--- src/qbsaw_pkg.sv ---
// ----------------------------------------------------------------------------
// qbsaw_pkg
// Shared types and constants of the quasi-bandlimited sawtooth oscillator.
// ----------------------------------------------------------------------------
package qbsaw_pkg;

  localparam int PHASE_BITS = 24;
  localparam int FRAC_BITS  = 15;
  localparam int FREQ_W     = 24;
  localparam int FILT_W     = 16;
  localparam int OUT_W      = FRAC_BITS + 4;

  // shared multiplier operand and product widths
  localparam int MUL_A_W = 36;
  localparam int MUL_B_W = 28;
  localparam int MUL_P_W = MUL_A_W + MUL_B_W;

  typedef logic signed [MUL_A_W-1:0] coef_t;

  // odd sine polynomial in Q.30, Horner order after the ninth power term
  localparam coef_t SIN_C9 = 36'sd88203476;
  localparam coef_t SIN_HORNER [4] = '{
    -36'sd643455388,
    36'sd2738217788,
    -36'sd5548789346,
    36'sd3373259426
  };

  // output scaling: y = floor(n / (125 * 2^16)) with n offset for round half up
  localparam longint OUT_ROUND  = 64'sd4096000;
  localparam longint DIV_LIMIT  = 64'sd20480000;
  localparam coef_t  RECIP_125  = 36'sd68719477;
  localparam int     RECIP_SHIFT = 33;
  localparam logic signed [OUT_W-1:0] OUT_OFFSET = 19'sd163840;

endpackage

--- src/qbsaw_if.sv ---
// ----------------------------------------------------------------------------
// qbsaw_in_if / qbsaw_out_if
// Valid/ready channels carrying oscillator requests and output samples.
// ----------------------------------------------------------------------------
interface qbsaw_in_if import qbsaw_pkg::*; ();
  logic                     valid;
  logic                     ready;
  logic [FREQ_W-1:0]        freq_norm;
  logic signed [FILT_W-1:0] filter_amount;

  modport source (output valid, freq_norm, filter_amount, input ready);
  modport sink (input valid, freq_norm, filter_amount, output ready);
endinterface

interface qbsaw_out_if import qbsaw_pkg::*; ();
  logic                    valid;
  logic                    ready;
  logic signed [OUT_W-1:0] sample_out;

  modport source (output valid, sample_out, input ready);
  modport sink (input valid, sample_out, output ready);
endinterface

--- src/qbsaw_mul.sv ---
// ----------------------------------------------------------------------------
// qbsaw_mul
// Shared signed multiplier with a registered product, held when not enabled.
// ----------------------------------------------------------------------------
module qbsaw_mul import qbsaw_pkg::*; (
  input  logic                      clk_i,
  input  logic                      en_i,
  input  logic signed [MUL_A_W-1:0] a_i,
  input  logic signed [MUL_B_W-1:0] b_i,
  output logic signed [MUL_P_W-1:0] p_o
);

  logic signed [MUL_P_W-1:0] p_q;

  // product register
  always_ff @(posedge clk_i) begin
    if (en_i) begin
      p_q <= MUL_P_W'(a_i) * MUL_P_W'(b_i);
    end
  end

  assign p_o = p_q;

endmodule

--- src/quasi_bandlimited_saw_oscillator.sv ---
// ----------------------------------------------------------------------------
// quasi_bandlimited_saw_oscillator
// Feedback-sine sawtooth oscillator, one output sample per request.
// ----------------------------------------------------------------------------
// Each request (normalized frequency, filter amount) yields one sample in the
// output register: a small sequencer drives one shared registered multiplier
// through the shaping coefficient, the feedback term, a four-step Horner sine
// evaluation (each step split into two partial products) and the final gain
// and divide-by-constant. The input is ready again once the sample has moved
// into the output register, when the sequencer returns to idle, so a new
// request is taken only after the last one is through. A waiting sample does
// not block a new request; only a sample that is still waiting when the next
// one is finished holds the sequencer in its last step.
module quasi_bandlimited_saw_oscillator import qbsaw_pkg::*; (
  input  logic   clk_i,
  input  logic   rst_ni,
  qbsaw_in_if.sink    in_i,
  qbsaw_out_if.source out_o
);

  typedef enum logic [4:0] {
    S_IDLE, S_H2, S_H4, S_B, S_BZ, S_ARG, S_SQ, S_X2,
    S_HI, S_LO, S_ADD, S_SX, S_Z, S_ACC, S_Y, S_Q
  } state_e;

  state_e state_q;

  logic [PHASE_BITS-1:0]      phase_q;
  logic [15:0]                wf_q;
  logic signed [FILT_W-1:0]   filt_q;
  logic signed [15:0]         fn_q, fp_q, z0_q;
  logic signed [16:0]         a_q;
  logic [28:0]                x2_q;
  coef_t                      t_q;
  logic signed [63:0]         hacc_q;
  logic [1:0]                 k_q;
  logic signed [OUT_W-1:0]    out_q;
  logic                       out_valid_q;

  logic                       mul_en;
  logic signed [MUL_A_W-1:0]  mul_a;
  logic signed [MUL_B_W-1:0]  mul_b;
  logic signed [MUL_P_W-1:0]  prod;

  logic [16:0]                wf_sum;
  logic signed [16:0]         h;
  logic signed [63:0]         rnd15;
  logic [13:0]                h2;
  logic [11:0]                h4;
  logic [15:0]                h4x13;
  logic signed [15:0]         p_val, bz;
  logic signed [16:0]         a_sum;
  logic signed [15:0]         a_wrap;
  logic signed [16:0]         a_fold;
  logic signed [63:0]         hsum;
  logic signed [63:0]         s1, s2;
  logic signed [16:0]         s_c;
  logic signed [17:0]         z_sum;
  logic signed [15:0]         z_new;
  logic signed [31:0]         acc;
  logic signed [17:0]         gain;
  logic signed [63:0]         n_div, n_clamp;
  logic signed [27:0]         u_div;
  logic signed [OUT_W-1:0]    y_val;
  logic                       out_free;

  assign in_i.ready       = (state_q == S_IDLE);
  assign out_o.valid      = out_valid_q;
  assign out_o.sample_out = out_q;
  assign out_free         = !out_valid_q || out_o.ready;

  // frequency rounding and shaping base
  assign wf_sum = {1'b0, in_i.freq_norm[23:8]} + 17'd1;
  assign h      = 17'sd16384 - $signed({1'b0, wf_q});

  // shared rounding of Q.F products
  assign rnd15 = prod + 64'sd16384;
  assign h2    = rnd15[28:15];
  assign h4    = rnd15[26:15];
  assign h4x13 = {h4, 4'b0} - {3'b0, h4, 1'b0} - {4'b0, h4};

  // sine argument: phase plus feedback, wrapped then folded
  assign p_val  = {~phase_q[23], phase_q[22:9], 1'b0};
  assign bz     = rnd15[30:15];
  assign a_sum  = 17'(p_val) + 17'(bz);
  assign a_wrap = a_sum[15:0];
  always_comb begin
    if (a_wrap > 16'sd16384) begin
      a_fold = 17'sd32768 - 17'(a_wrap);
    end else if (a_wrap < -16'sd16384) begin
      a_fold = -17'sd32768 - 17'(a_wrap);
    end else begin
      a_fold = 17'(a_wrap);
    end
  end

  // horner accumulate with Q.30 rounding
  assign hsum = hacc_q + prod + 64'sd536870912;

  // sine result, feedback update
  assign s1 = rnd15 >>> 15;
  assign s2 = (s1 + 64'sd16384) >>> 15;
  always_comb begin
    if (s2 > 64'sd32768) begin
      s_c = 17'sd32768;
    end else if (s2 < -64'sd32768) begin
      s_c = -17'sd32768;
    end else begin
      s_c = s2[16:0];
    end
    z_sum = (18'(fn_q) + 18'(s_c) + 18'sd1) >>> 1;
    if (z_sum > 18'sd32767) begin
      z_new = 16'sd32767;
    end else if (z_sum < -18'sd32768) begin
      z_new = -16'sd32768;
    end else begin
      z_new = z_sum[15:0];
    end
  end

  // output polynomial and gain
  assign acc  = 32'sd125 * (32'sd5 * 32'(z0_q) - 32'sd3 * 32'(fp_q))
              + 32'sd3080192 - 32'sd188 * $signed({16'b0, wf_q});
  assign gain = 18'sd32768 - $signed({1'b0, wf_q, 1'b0});

  // clamp before dividing by 125
  always_comb begin
    n_div = (prod + OUT_ROUND) >>> 16;
    if (n_div < -DIV_LIMIT) begin
      n_clamp = -DIV_LIMIT;
    end else if (n_div > DIV_LIMIT - 64'sd1) begin
      n_clamp = DIV_LIMIT - 64'sd1;
    end else begin
      n_clamp = n_div;
    end
  end
  assign u_div = 28'(n_clamp + DIV_LIMIT);
  assign y_val = OUT_W'(prod >>> RECIP_SHIFT) - OUT_OFFSET;

  // multiplier operand select
  always_comb begin
    mul_en = (state_q != S_Q);
    mul_a  = '0;
    mul_b  = '0;
    unique case (state_q)
      S_H2: begin
        mul_a = MUL_A_W'(h);
        mul_b = MUL_B_W'(h);
      end
      S_H4: begin
        mul_a = MUL_A_W'($signed({1'b0, h2}));
        mul_b = MUL_B_W'($signed({1'b0, h2}));
      end
      S_B: begin
        mul_a = MUL_A_W'($signed({1'b0, h4x13}));
        mul_b = MUL_B_W'(filt_q);
      end
      S_BZ: begin
        mul_a = MUL_A_W'(bz);
        mul_b = MUL_B_W'(fn_q);
      end
      S_SQ: begin
        mul_a = MUL_A_W'(a_q);
        mul_b = MUL_B_W'(a_q);
      end
      S_HI: begin
        mul_a = t_q;
        mul_b = MUL_B_W'($signed({1'b0, x2_q[28:15]}));
      end
      S_LO: begin
        mul_a = t_q;
        mul_b = MUL_B_W'($signed({1'b0, x2_q[14:0]}));
      end
      S_SX: begin
        mul_a = t_q;
        mul_b = MUL_B_W'(a_q);
      end
      S_ACC: begin
        mul_a = MUL_A_W'(gain);
        mul_b = acc[MUL_B_W-1:0];
      end
      S_Y: begin
        mul_a = RECIP_125;
        mul_b = u_div;
      end
      default: begin
        mul_a = '0;
        mul_b = '0;
      end
    endcase
  end

  qbsaw_mul u_mul (
    .clk_i (clk_i),
    .en_i  (mul_en),
    .a_i   (mul_a),
    .b_i   (mul_b),
    .p_o   (prod)
  );

  // sequencer, state and output register
  always_ff @(posedge clk_i or negedge rst_ni) begin
    if (!rst_ni) begin
      state_q     <= S_IDLE;
      phase_q     <= '0;
      wf_q        <= '0;
      filt_q      <= '0;
      fn_q        <= '0;
      fp_q        <= '0;
      z0_q        <= '0;
      a_q         <= '0;
      x2_q        <= '0;
      t_q         <= '0;
      hacc_q      <= '0;
      k_q         <= '0;
      out_q       <= '0;
      out_valid_q <= 1'b0;
    end else begin
      // output handshake
      if (state_q == S_Q && out_free) begin
        out_valid_q <= 1'b1;
      end else if (out_o.ready) begin
        out_valid_q <= 1'b0;
      end
      unique case (state_q)
        S_IDLE: begin
          if (in_i.valid) begin
            wf_q    <= wf_sum[16:1];
            filt_q  <= in_i.filter_amount;
            phase_q <= phase_q + PHASE_BITS'(in_i.freq_norm);
            state_q <= S_H2;
          end
        end
        S_H2:  state_q <= S_H4;
        S_H4:  state_q <= S_B;
        S_B:   state_q <= S_BZ;
        S_BZ:  state_q <= S_ARG;
        S_ARG: begin
          a_q     <= a_fold;
          state_q <= S_SQ;
        end
        S_SQ:  state_q <= S_X2;
        S_X2: begin
          x2_q    <= prod[28:0];
          t_q     <= SIN_C9;
          k_q     <= '0;
          state_q <= S_HI;
        end
        S_HI:  state_q <= S_LO;
        S_LO: begin
          hacc_q  <= prod <<< 15;
          state_q <= S_ADD;
        end
        S_ADD: begin
          t_q     <= SIN_HORNER[k_q] + MUL_A_W'($signed(hsum[63:30]));
          k_q     <= k_q + 2'd1;
          state_q <= (k_q == 2'd3) ? S_SX : S_HI;
        end
        S_SX:  state_q <= S_Z;
        S_Z: begin
          z0_q    <= z_new;
          state_q <= S_ACC;
        end
        S_ACC: begin
          fn_q    <= z0_q;
          fp_q    <= z0_q;
          state_q <= S_Y;
        end
        S_Y:   state_q <= S_Q;
        S_Q: begin
          if (out_free) begin
            out_q   <= y_val;
            state_q <= S_IDLE;
          end
        end
        default: state_q <= S_IDLE;
      endcase
    end
  end

endmodule
--- src/flat_wrapper.sv ---
// flat-port wrapper written by rule: the top's interface ports become plain ports
module quasi_bandlimited_saw_oscillator_flat import qbsaw_pkg::*;
  (clk_i, rst_ni, in_i_valid, in_i_freq_norm, in_i_filter_amount, in_i_ready, out_o_valid, out_o_sample_out, out_o_ready);
  qbsaw_in_if in_i_i ();
  qbsaw_out_if out_o_i ();
  input  logic clk_i;
  input  logic rst_ni;
  input wire logic [$bits(in_i_i.valid)-1:0] in_i_valid;
  input wire logic [$bits(in_i_i.freq_norm)-1:0] in_i_freq_norm;
  input wire logic [$bits(in_i_i.filter_amount)-1:0] in_i_filter_amount;
  output wire logic [$bits(in_i_i.ready)-1:0] in_i_ready;
  output wire logic [$bits(out_o_i.valid)-1:0] out_o_valid;
  output wire logic [$bits(out_o_i.sample_out)-1:0] out_o_sample_out;
  input wire logic [$bits(out_o_i.ready)-1:0] out_o_ready;
  assign in_i_i.valid = in_i_valid;
  assign in_i_i.freq_norm = in_i_freq_norm;
  assign in_i_i.filter_amount = in_i_filter_amount;
  assign in_i_ready = in_i_i.ready;
  assign out_o_valid = out_o_i.valid;
  assign out_o_sample_out = out_o_i.sample_out;
  assign out_o_i.ready = out_o_ready;
  quasi_bandlimited_saw_oscillator u_core (.clk_i(clk_i), .rst_ni(rst_ni), .in_i(in_i_i), .out_o(out_o_i));
endmodule
--- config.mk ---
export PLATFORM = sky130hd
export DESIGN_NAME = quasi_bandlimited_saw_oscillator_flat
export DESIGN_NICKNAME = d
export VERILOG_FILES = /design/src/qbsaw_pkg.sv /design/src/qbsaw_if.sv /design/src/qbsaw_mul.sv /design/src/quasi_bandlimited_saw_oscillator.sv /design/src/flat_wrapper.sv
export SDC_FILE = /design/constraint.sdc
export NUM_CORES = 2
export LEC_CHECK = 0
export BUFFER_PORTS_ARGS = -buffer_cell sky130_fd_sc_hd__buf_4
export CAP_MARGIN = 20
export CELL_PAD_IN_SITES_DETAIL_PLACEMENT = 1
export CELL_PAD_IN_SITES_GLOBAL_PLACEMENT = 1
export CORE_MARGIN = 3
export CORE_UTILIZATION = 52
export DETAILED_ROUTE_END_ITERATION = 8
export GPL_TIMING_DRIVEN = 1
export PLACE_DENSITY_LB_ADDON = 0.15
export SLEW_MARGIN = 20
export SYNTH_ARGS = -nofsm -noshare
export SYNTH_HDL_FRONTEND = slang
export SYNTH_SLANG_ARGS = --single-unit
--- constraint.sdc ---
create_clock -name clk_i -period 19 [get_ports clk_i]
set_clock_uncertainty 0.1 [all_clocks]
set_input_delay 5.7 -clock clk_i [delete_from_list [all_inputs] [get_ports clk_i]]
set_output_delay 5.7 -clock clk_i [all_outputs]
set_load 0.05 [all_outputs]
## Word-level counts from Yosys, hierarchy flattened

Cells that the tools add are included.

| word-level totals | value |
|---|---|
| register bits | 310 |
| word-level logic and storage cells | 104 |
| bits of input ports | 44 |
| bits in latches | 0 |
| bits in writable memories | 0 |
| bits in read-only memories | 0 |
| memories kept | 0 |

| operators by class | value |
|---|---|
| magnitude comparators | 9 |
| equal/unequal tests | 19 |
| shift-type cells | 0 |
| div/mod/pow operators | 0 |
| $add $sub $neg | 23 |
| multiply operators | 5 |
| multiplexer cells | 21 |
| reductions and logical operators | 11 |
| bitwise logic cells | 2 |

Operators with widths:

| kind | number |
|---|---|
| 36-bit one-hot mux with 8 select lines | 1 |
| 28-bit one-hot mux with 9 select lines | 1 |
| 5-bit one-hot mux with 16 select lines | 1 |
| 36-bit binary-select mux with 2-bit select | 1 |
| 36-bit two-way mux | 2 |
| 36-bit one-hot mux with 2 select lines | 1 |
| 17-bit two-way mux | 4 |
| 64-bit by 16-bit adder with 64-bit output, second input constant | 1 |
| 64-bit by 23-bit adder with 64-bit output, second input constant | 1 |
| 64-bit by 31-bit adder with 64-bit output, second input constant | 1 |
| 64-bit adder | 1 |
| 36-bit by 28-bit multiplier with 64-bit output | 1 |
| 28-bit two-way mux | 2 |
| 49-bit by 16-bit adder with 50-bit output, second input constant | 1 |
| 48-bit by 26-bit > comparator with 1-bit output, second input constant | 1 |
| 48-bit by 26-bit less-than comparator with 1-bit output, second input constant | 1 |
| 5-bit by 4-bit equality test with 1-bit output, second input constant | 8 |
| 36-bit by 34-bit adder with 36-bit output | 1 |
| 35-bit by 17-bit > comparator with 1-bit output, second input constant | 1 |
| 35-bit by 16-bit less-than comparator with 1-bit output, second input constant | 1 |
| 8-bit by 32-bit multiplier with 28-bit output, first input constant | 1 |
| 16-bit two-way mux | 2 |
| 32-bit subtractor | 1 |
| 28-bit by 23-bit adder with 28-bit output, second input constant | 1 |
| other kinds (44) | 53 |

## Longest topological paths before layout

| logic depth | value |
|---|---|
| depth in word-level cells | 10 |
| gate-level depth with buffers | 76 |

## Hierarchy

A second synthesis with hierarchy kept.

| unflattened totals | value |
|---|---|
| cells, all modules | 7,412 |
| area, all modules | 67,896.4 um^2 |

Modules (own cells, without submodules):

| module | cells an instance | instances | area an instance (um^2) |
|---|---|---|---|
| qbsaw_mul | 3,851 | 1 | 37,018.0 |
| quasi_bandlimited_saw_oscillator | 3,561 | 1 | 30,878.4 |

## Worst setup path before layout

No wires, ideal clock.

| timing path | value |
|---|---|
| path type | flip-flop to flip-flop |
| from | reg u_core.fn_q[2] |
| to | reg u_core.u_mul.p_q[63], in the netlist u_core.u_mul.p_o[63], data pin |
| setup time | 0.260 ns |
| stages on the path, launching flop included | 71 |
| slack | 1.834 ns |
| arrival | 16.806 ns |
| cells stage by stage | dfrtp_1 ha_1 ha_1 a21o_1 a21oi_1 o21ai_0 a21oi_1 o21ai_0 a21oi_1 nand2b_1 a21boi_0 o21ai_0 nand2_1 a21oi_1 o21ai_0 a21oi_1 xor2_1 ha_1 [... 35 more ...] ha_1 inv_1 o21bai_1 a21o_1 a21o_1 a21o_1 a21oi_1 o21ai_0 a2111oi_0 o31ai_1 o221ai_1 o311ai_0 o211a_1 a41o_1 a211oi_1 o21ai_0 a21oi_1 xnor2_1 |

| between the ends | value |
|---|---|
| word-level cells in the longest chain between the ends | 7 |

RTL lines:

| what | RTL line | text |
|---|---|---|
| start: declaration | quasi_bandlimited_saw_oscillator.sv:31 | `logic signed [15:0] fn_q, fp_q, z0_q;` |
| start signal: assignment | quasi_bandlimited_saw_oscillator.sv:265 | `fn_q <= z0_q;` |
| 3-bit by 16-bit multiplier with 19-bit output | - |  |
| 32-bit subtractor | - |  |
| 8-bit by 32-bit multiplier with 28-bit output | - |  |
| 28-bit by 23-bit adder with 28-bit output | - |  |
| 28-bit subtractor | - |  |
| 28-bit one-hot mux with 9 select lines * | quasi_bandlimited_saw_oscillator.sv:145 | `unique case (state_q)` |
| 36-bit by 28-bit multiplier with 64-bit output * | qbsaw_mul.sv:18 | `p_q <= MUL_P_W'(a_i) * MUL_P_W'(b_i);` |
| end signal: assignment | qbsaw_mul.sv:18 |  |
| end: declaration | qbsaw_mul.sv:13 | `logic signed [MUL_P_W-1:0] p_q;` |

Mark *: on every way between the ends. The rest lies on a longest branch, timed or not.
A chain may end at the register's enable or synchronous reset.

## Worst setup path after layout

Same ends and word-level chain as after synthesis.

==> run metrics <==
outcome completed; P&R area growth vs syn 6.634%; Fmax 0.05560 GHz; fin worst setup slack 1.014 ns; maximum root-to-sink buffer count 3; largest net degree at the start of global routing 93; sequential area share after synthesis 11.97%; final worst path period share 94.66%; total grt overflow 0; die area 0.1338 mm2; Post-synth EDFFs 64; net total in the final layout 9350; Routed Antenna Nets 0; CTS sink cnt 309; gr busiest metal met2; Crit Path Category reg -> reg; Post-CTS Hold Fix Bufs 0; DRC viols 0; synth warn 0; Worst-path clk slew 0.07 ns; max_cap viols 0; worst skew pair latency 0.64 ns; final core occ 56.06%; critical path's slowest cell o21ai_0; DRT iter0 DRCs 4159; Worst path max stage delay 0.64 ns; routed vias/inst 5.981; row cnt 131; share of cells above drive strength 1 7.010%; Post-DP HPWL 203.1 mm; WL/cell 27.30 um; worst slack, placed 0.4809 ns; Hold Path Sink u_core.out_o.sample_out[16]$_DFFE_PN0P_; Sequential Area 0.008053 mm2; Arr. time, crit path 18.26 ns; most frequent CP cell ha_1; Slew HR 16.19%; Post-Syn Area per Cell 8.965 um2; fraction of registers with async set/reset 79.29%; cell chosen for the clock root clkbuf_16; fill count 14806; synth top area cells fa_1 (35%), ha_1 (12%), dfrtp_1 (9.1%); CORE AREA 0.1280 mm2; commonest cells in the netlist inv_1 (1382), fa_1 (1186), nand2_1 (1150); number of global-route vias before repair 61342; Cell variety after synth 101; Vias 55239; Synth Cell Area 0.06730 mm2; gate count of the mapped netlist 7507; number of buffers created by CTS 39; area of the multi-input gates 0.05335 mm2; GR Util met2 62.68%; required time of the worst setup path 19.28 ns; Setup TNS 0 ns; final hold viol count 0; GRT met3 Usage 6.060%; register bit count reported by yosys 309; Initial Utilization 52.57%; met1 usage 46.26%; Synth Flop Type dfrtp_1; Worst-Margin Slew 1.247 ns; H-Tree Depth 2; Critical Path Source Type flip-flop; gpl congestion 1.030; Tmin final 17.99 ns; TritonCTS clock tree yes; Reg-to-Reg End u_core.u_mul.p_o[63]$_DFFE_PN_; Finish-stage setup viols 0; post-synth net total 9384; die height 365.7 um; hold_sp u_core.out_o.sample_out[16]$_DFFE_PN0P_; I/O pin cnt 65; GRT Total Usage 37.85%; Yosys top cell area share 35.28%; Worst Hold Depth 2; Die Wd 365.7 um; initial antenna violation count 3; Port Buffers 64; Worst R2R Setup Slack 1.01 ns; crit-path max FO 35; origin of the critical flop-to-flop path u_core.fn_q[2]$_DFFE_PN0P_; first-pass GRT wire length 382.0 mm; most numerous cell in the Yosys netlist inv_1; Pre-antenna DRT Iters 8; Slew Viols, Final 0; DRT Wirelength 252.1 mm; CP Capture Type flip-flop; Yosys top cell by area fa_1; Reg2Reg Depth 70; HP Class reg -> reg
-- worst max-delay path by stage --
stage | depth (start not counted) | startpoint | to
floorplan | 70 | u_core.fn_q[2]$_DFFE_PN0P_ | u_core.u_mul.p_o[63]$_DFFE_PN_
global placement | 69 | u_core.fn_q[2]$_DFFE_PN0P_ | u_core.u_mul.p_o[63]$_DFFE_PN_
detailed placement | 67 | u_core.fn_q[2]$_DFFE_PN0P_ | u_core.u_mul.p_o[60]$_DFFE_PN_
CTS | 69 | u_core.fn_q[2]$_DFFE_PN0P_ | u_core.u_mul.p_o[63]$_DFFE_PN_
global route | 64 | u_core.fn_q[1]$_DFFE_PN0P_ | u_core.u_mul.p_o[60]$_DFFE_PN_
finish | 70 | u_core.fn_q[2]$_DFFE_PN0P_ | u_core.u_mul.p_o[63]$_DFFE_PN_
-- area by class of cell --
type / count / share of cell area [%]
multi-input combinational: 5520 / 74.34
sequential: 309 / 11.22
inverter: 1382 / 7.234
tap: 1729 / 3.015
timing repair buffer: 221 / 2.357
clock buffer: 44 / 1.414
clock inverter: 28 / 0.4080
antenna: 2 / 0.006974
-- layout by cell type, fill, tap and decap left out, types with 70 or more instances in the layout --
cell     count
mux2_2     100
xor2_1     136
buf_4      218
a21o_1     103
nor3_1      70
dfrtp_1    245
inv_1     1381
ha_1       647
o21ai_0    222
nand3_1     87
a21oi_1    262
nand2_1   1149
nor2_1     443
fa_1      1186
xnor2_1    270
-- sequential cells by signal (all words and copies together) (netlist names) --
name	flops
u_core.hacc_q	49
u_core.k_q	2
u_core.t_q	36
u_core.out_o.sample_out	19
u_core.wf_q	16
u_core.fn_q	16
u_core.z0_q	16
u_core.out_o.valid	1
u_core.a_q	17
u_core.filt_q	16
u_core.phase_q	24
u_core.x2_q	29
u_core.u_mul.p_o	64
u_core.state_q	4
-- layer usage --
| layer | part of all wire [%] | routed length (um) |
|---|---|---|
| met2 | 47 | 119100 |
| met3 | 6.9 | 17320 |
| met1 | 38 | 95690 |
| met5 | 0.012 | 30 |
| met4 | 7.9 | 19970 |
-- cells by family after synthesis --
logic type,after synthesis,share of synthesized area (%)
DFF,309,11.97
adders and majority gates,1838,47.38
buffers and inverters,1678,9.493
muxes,106,1.763
AOI/OAI and AO/OA,996,9.705
and+or+nand+nor,2166,14.27
xor gates and xnor gates,414,5.416
-- worst max-delay path, delay by kind of cell, from the launching register on --
kind                     cells  cell delay (ns)
AO/OA/AOI/OAI               35             7.51
XOR/XNOR                     3             0.49
adder cells (fa/ha/maj)     18             7.24
buffers and inverters        8             1.01
flip-flops                   1             0.44
AND/OR/NAND/NOR              6             0.97
-- through the flow --
stage | hold slack (ns) | area [um2] | std cells
floorplan | 0.3436 | 67300 | 7507
global placement | 0.3642 | 70250 | 9155
detailed placement | 0.3712 | 70250 | 9155
CTS | 0.3857 | 71550 | 9227
global route | 0.4037 | 71760 | 9233
finish | 0.3785 | 71760 | 9235
-- repair_timing --
item,CTS,global route
setup buffers,0,5
resized for setup,0,31
setup endpoints to repair,0,13
Power is left out: the tool's default activity adds up to more than one toggle a clock period on the data nets, which glitch-free logic cannot reach.
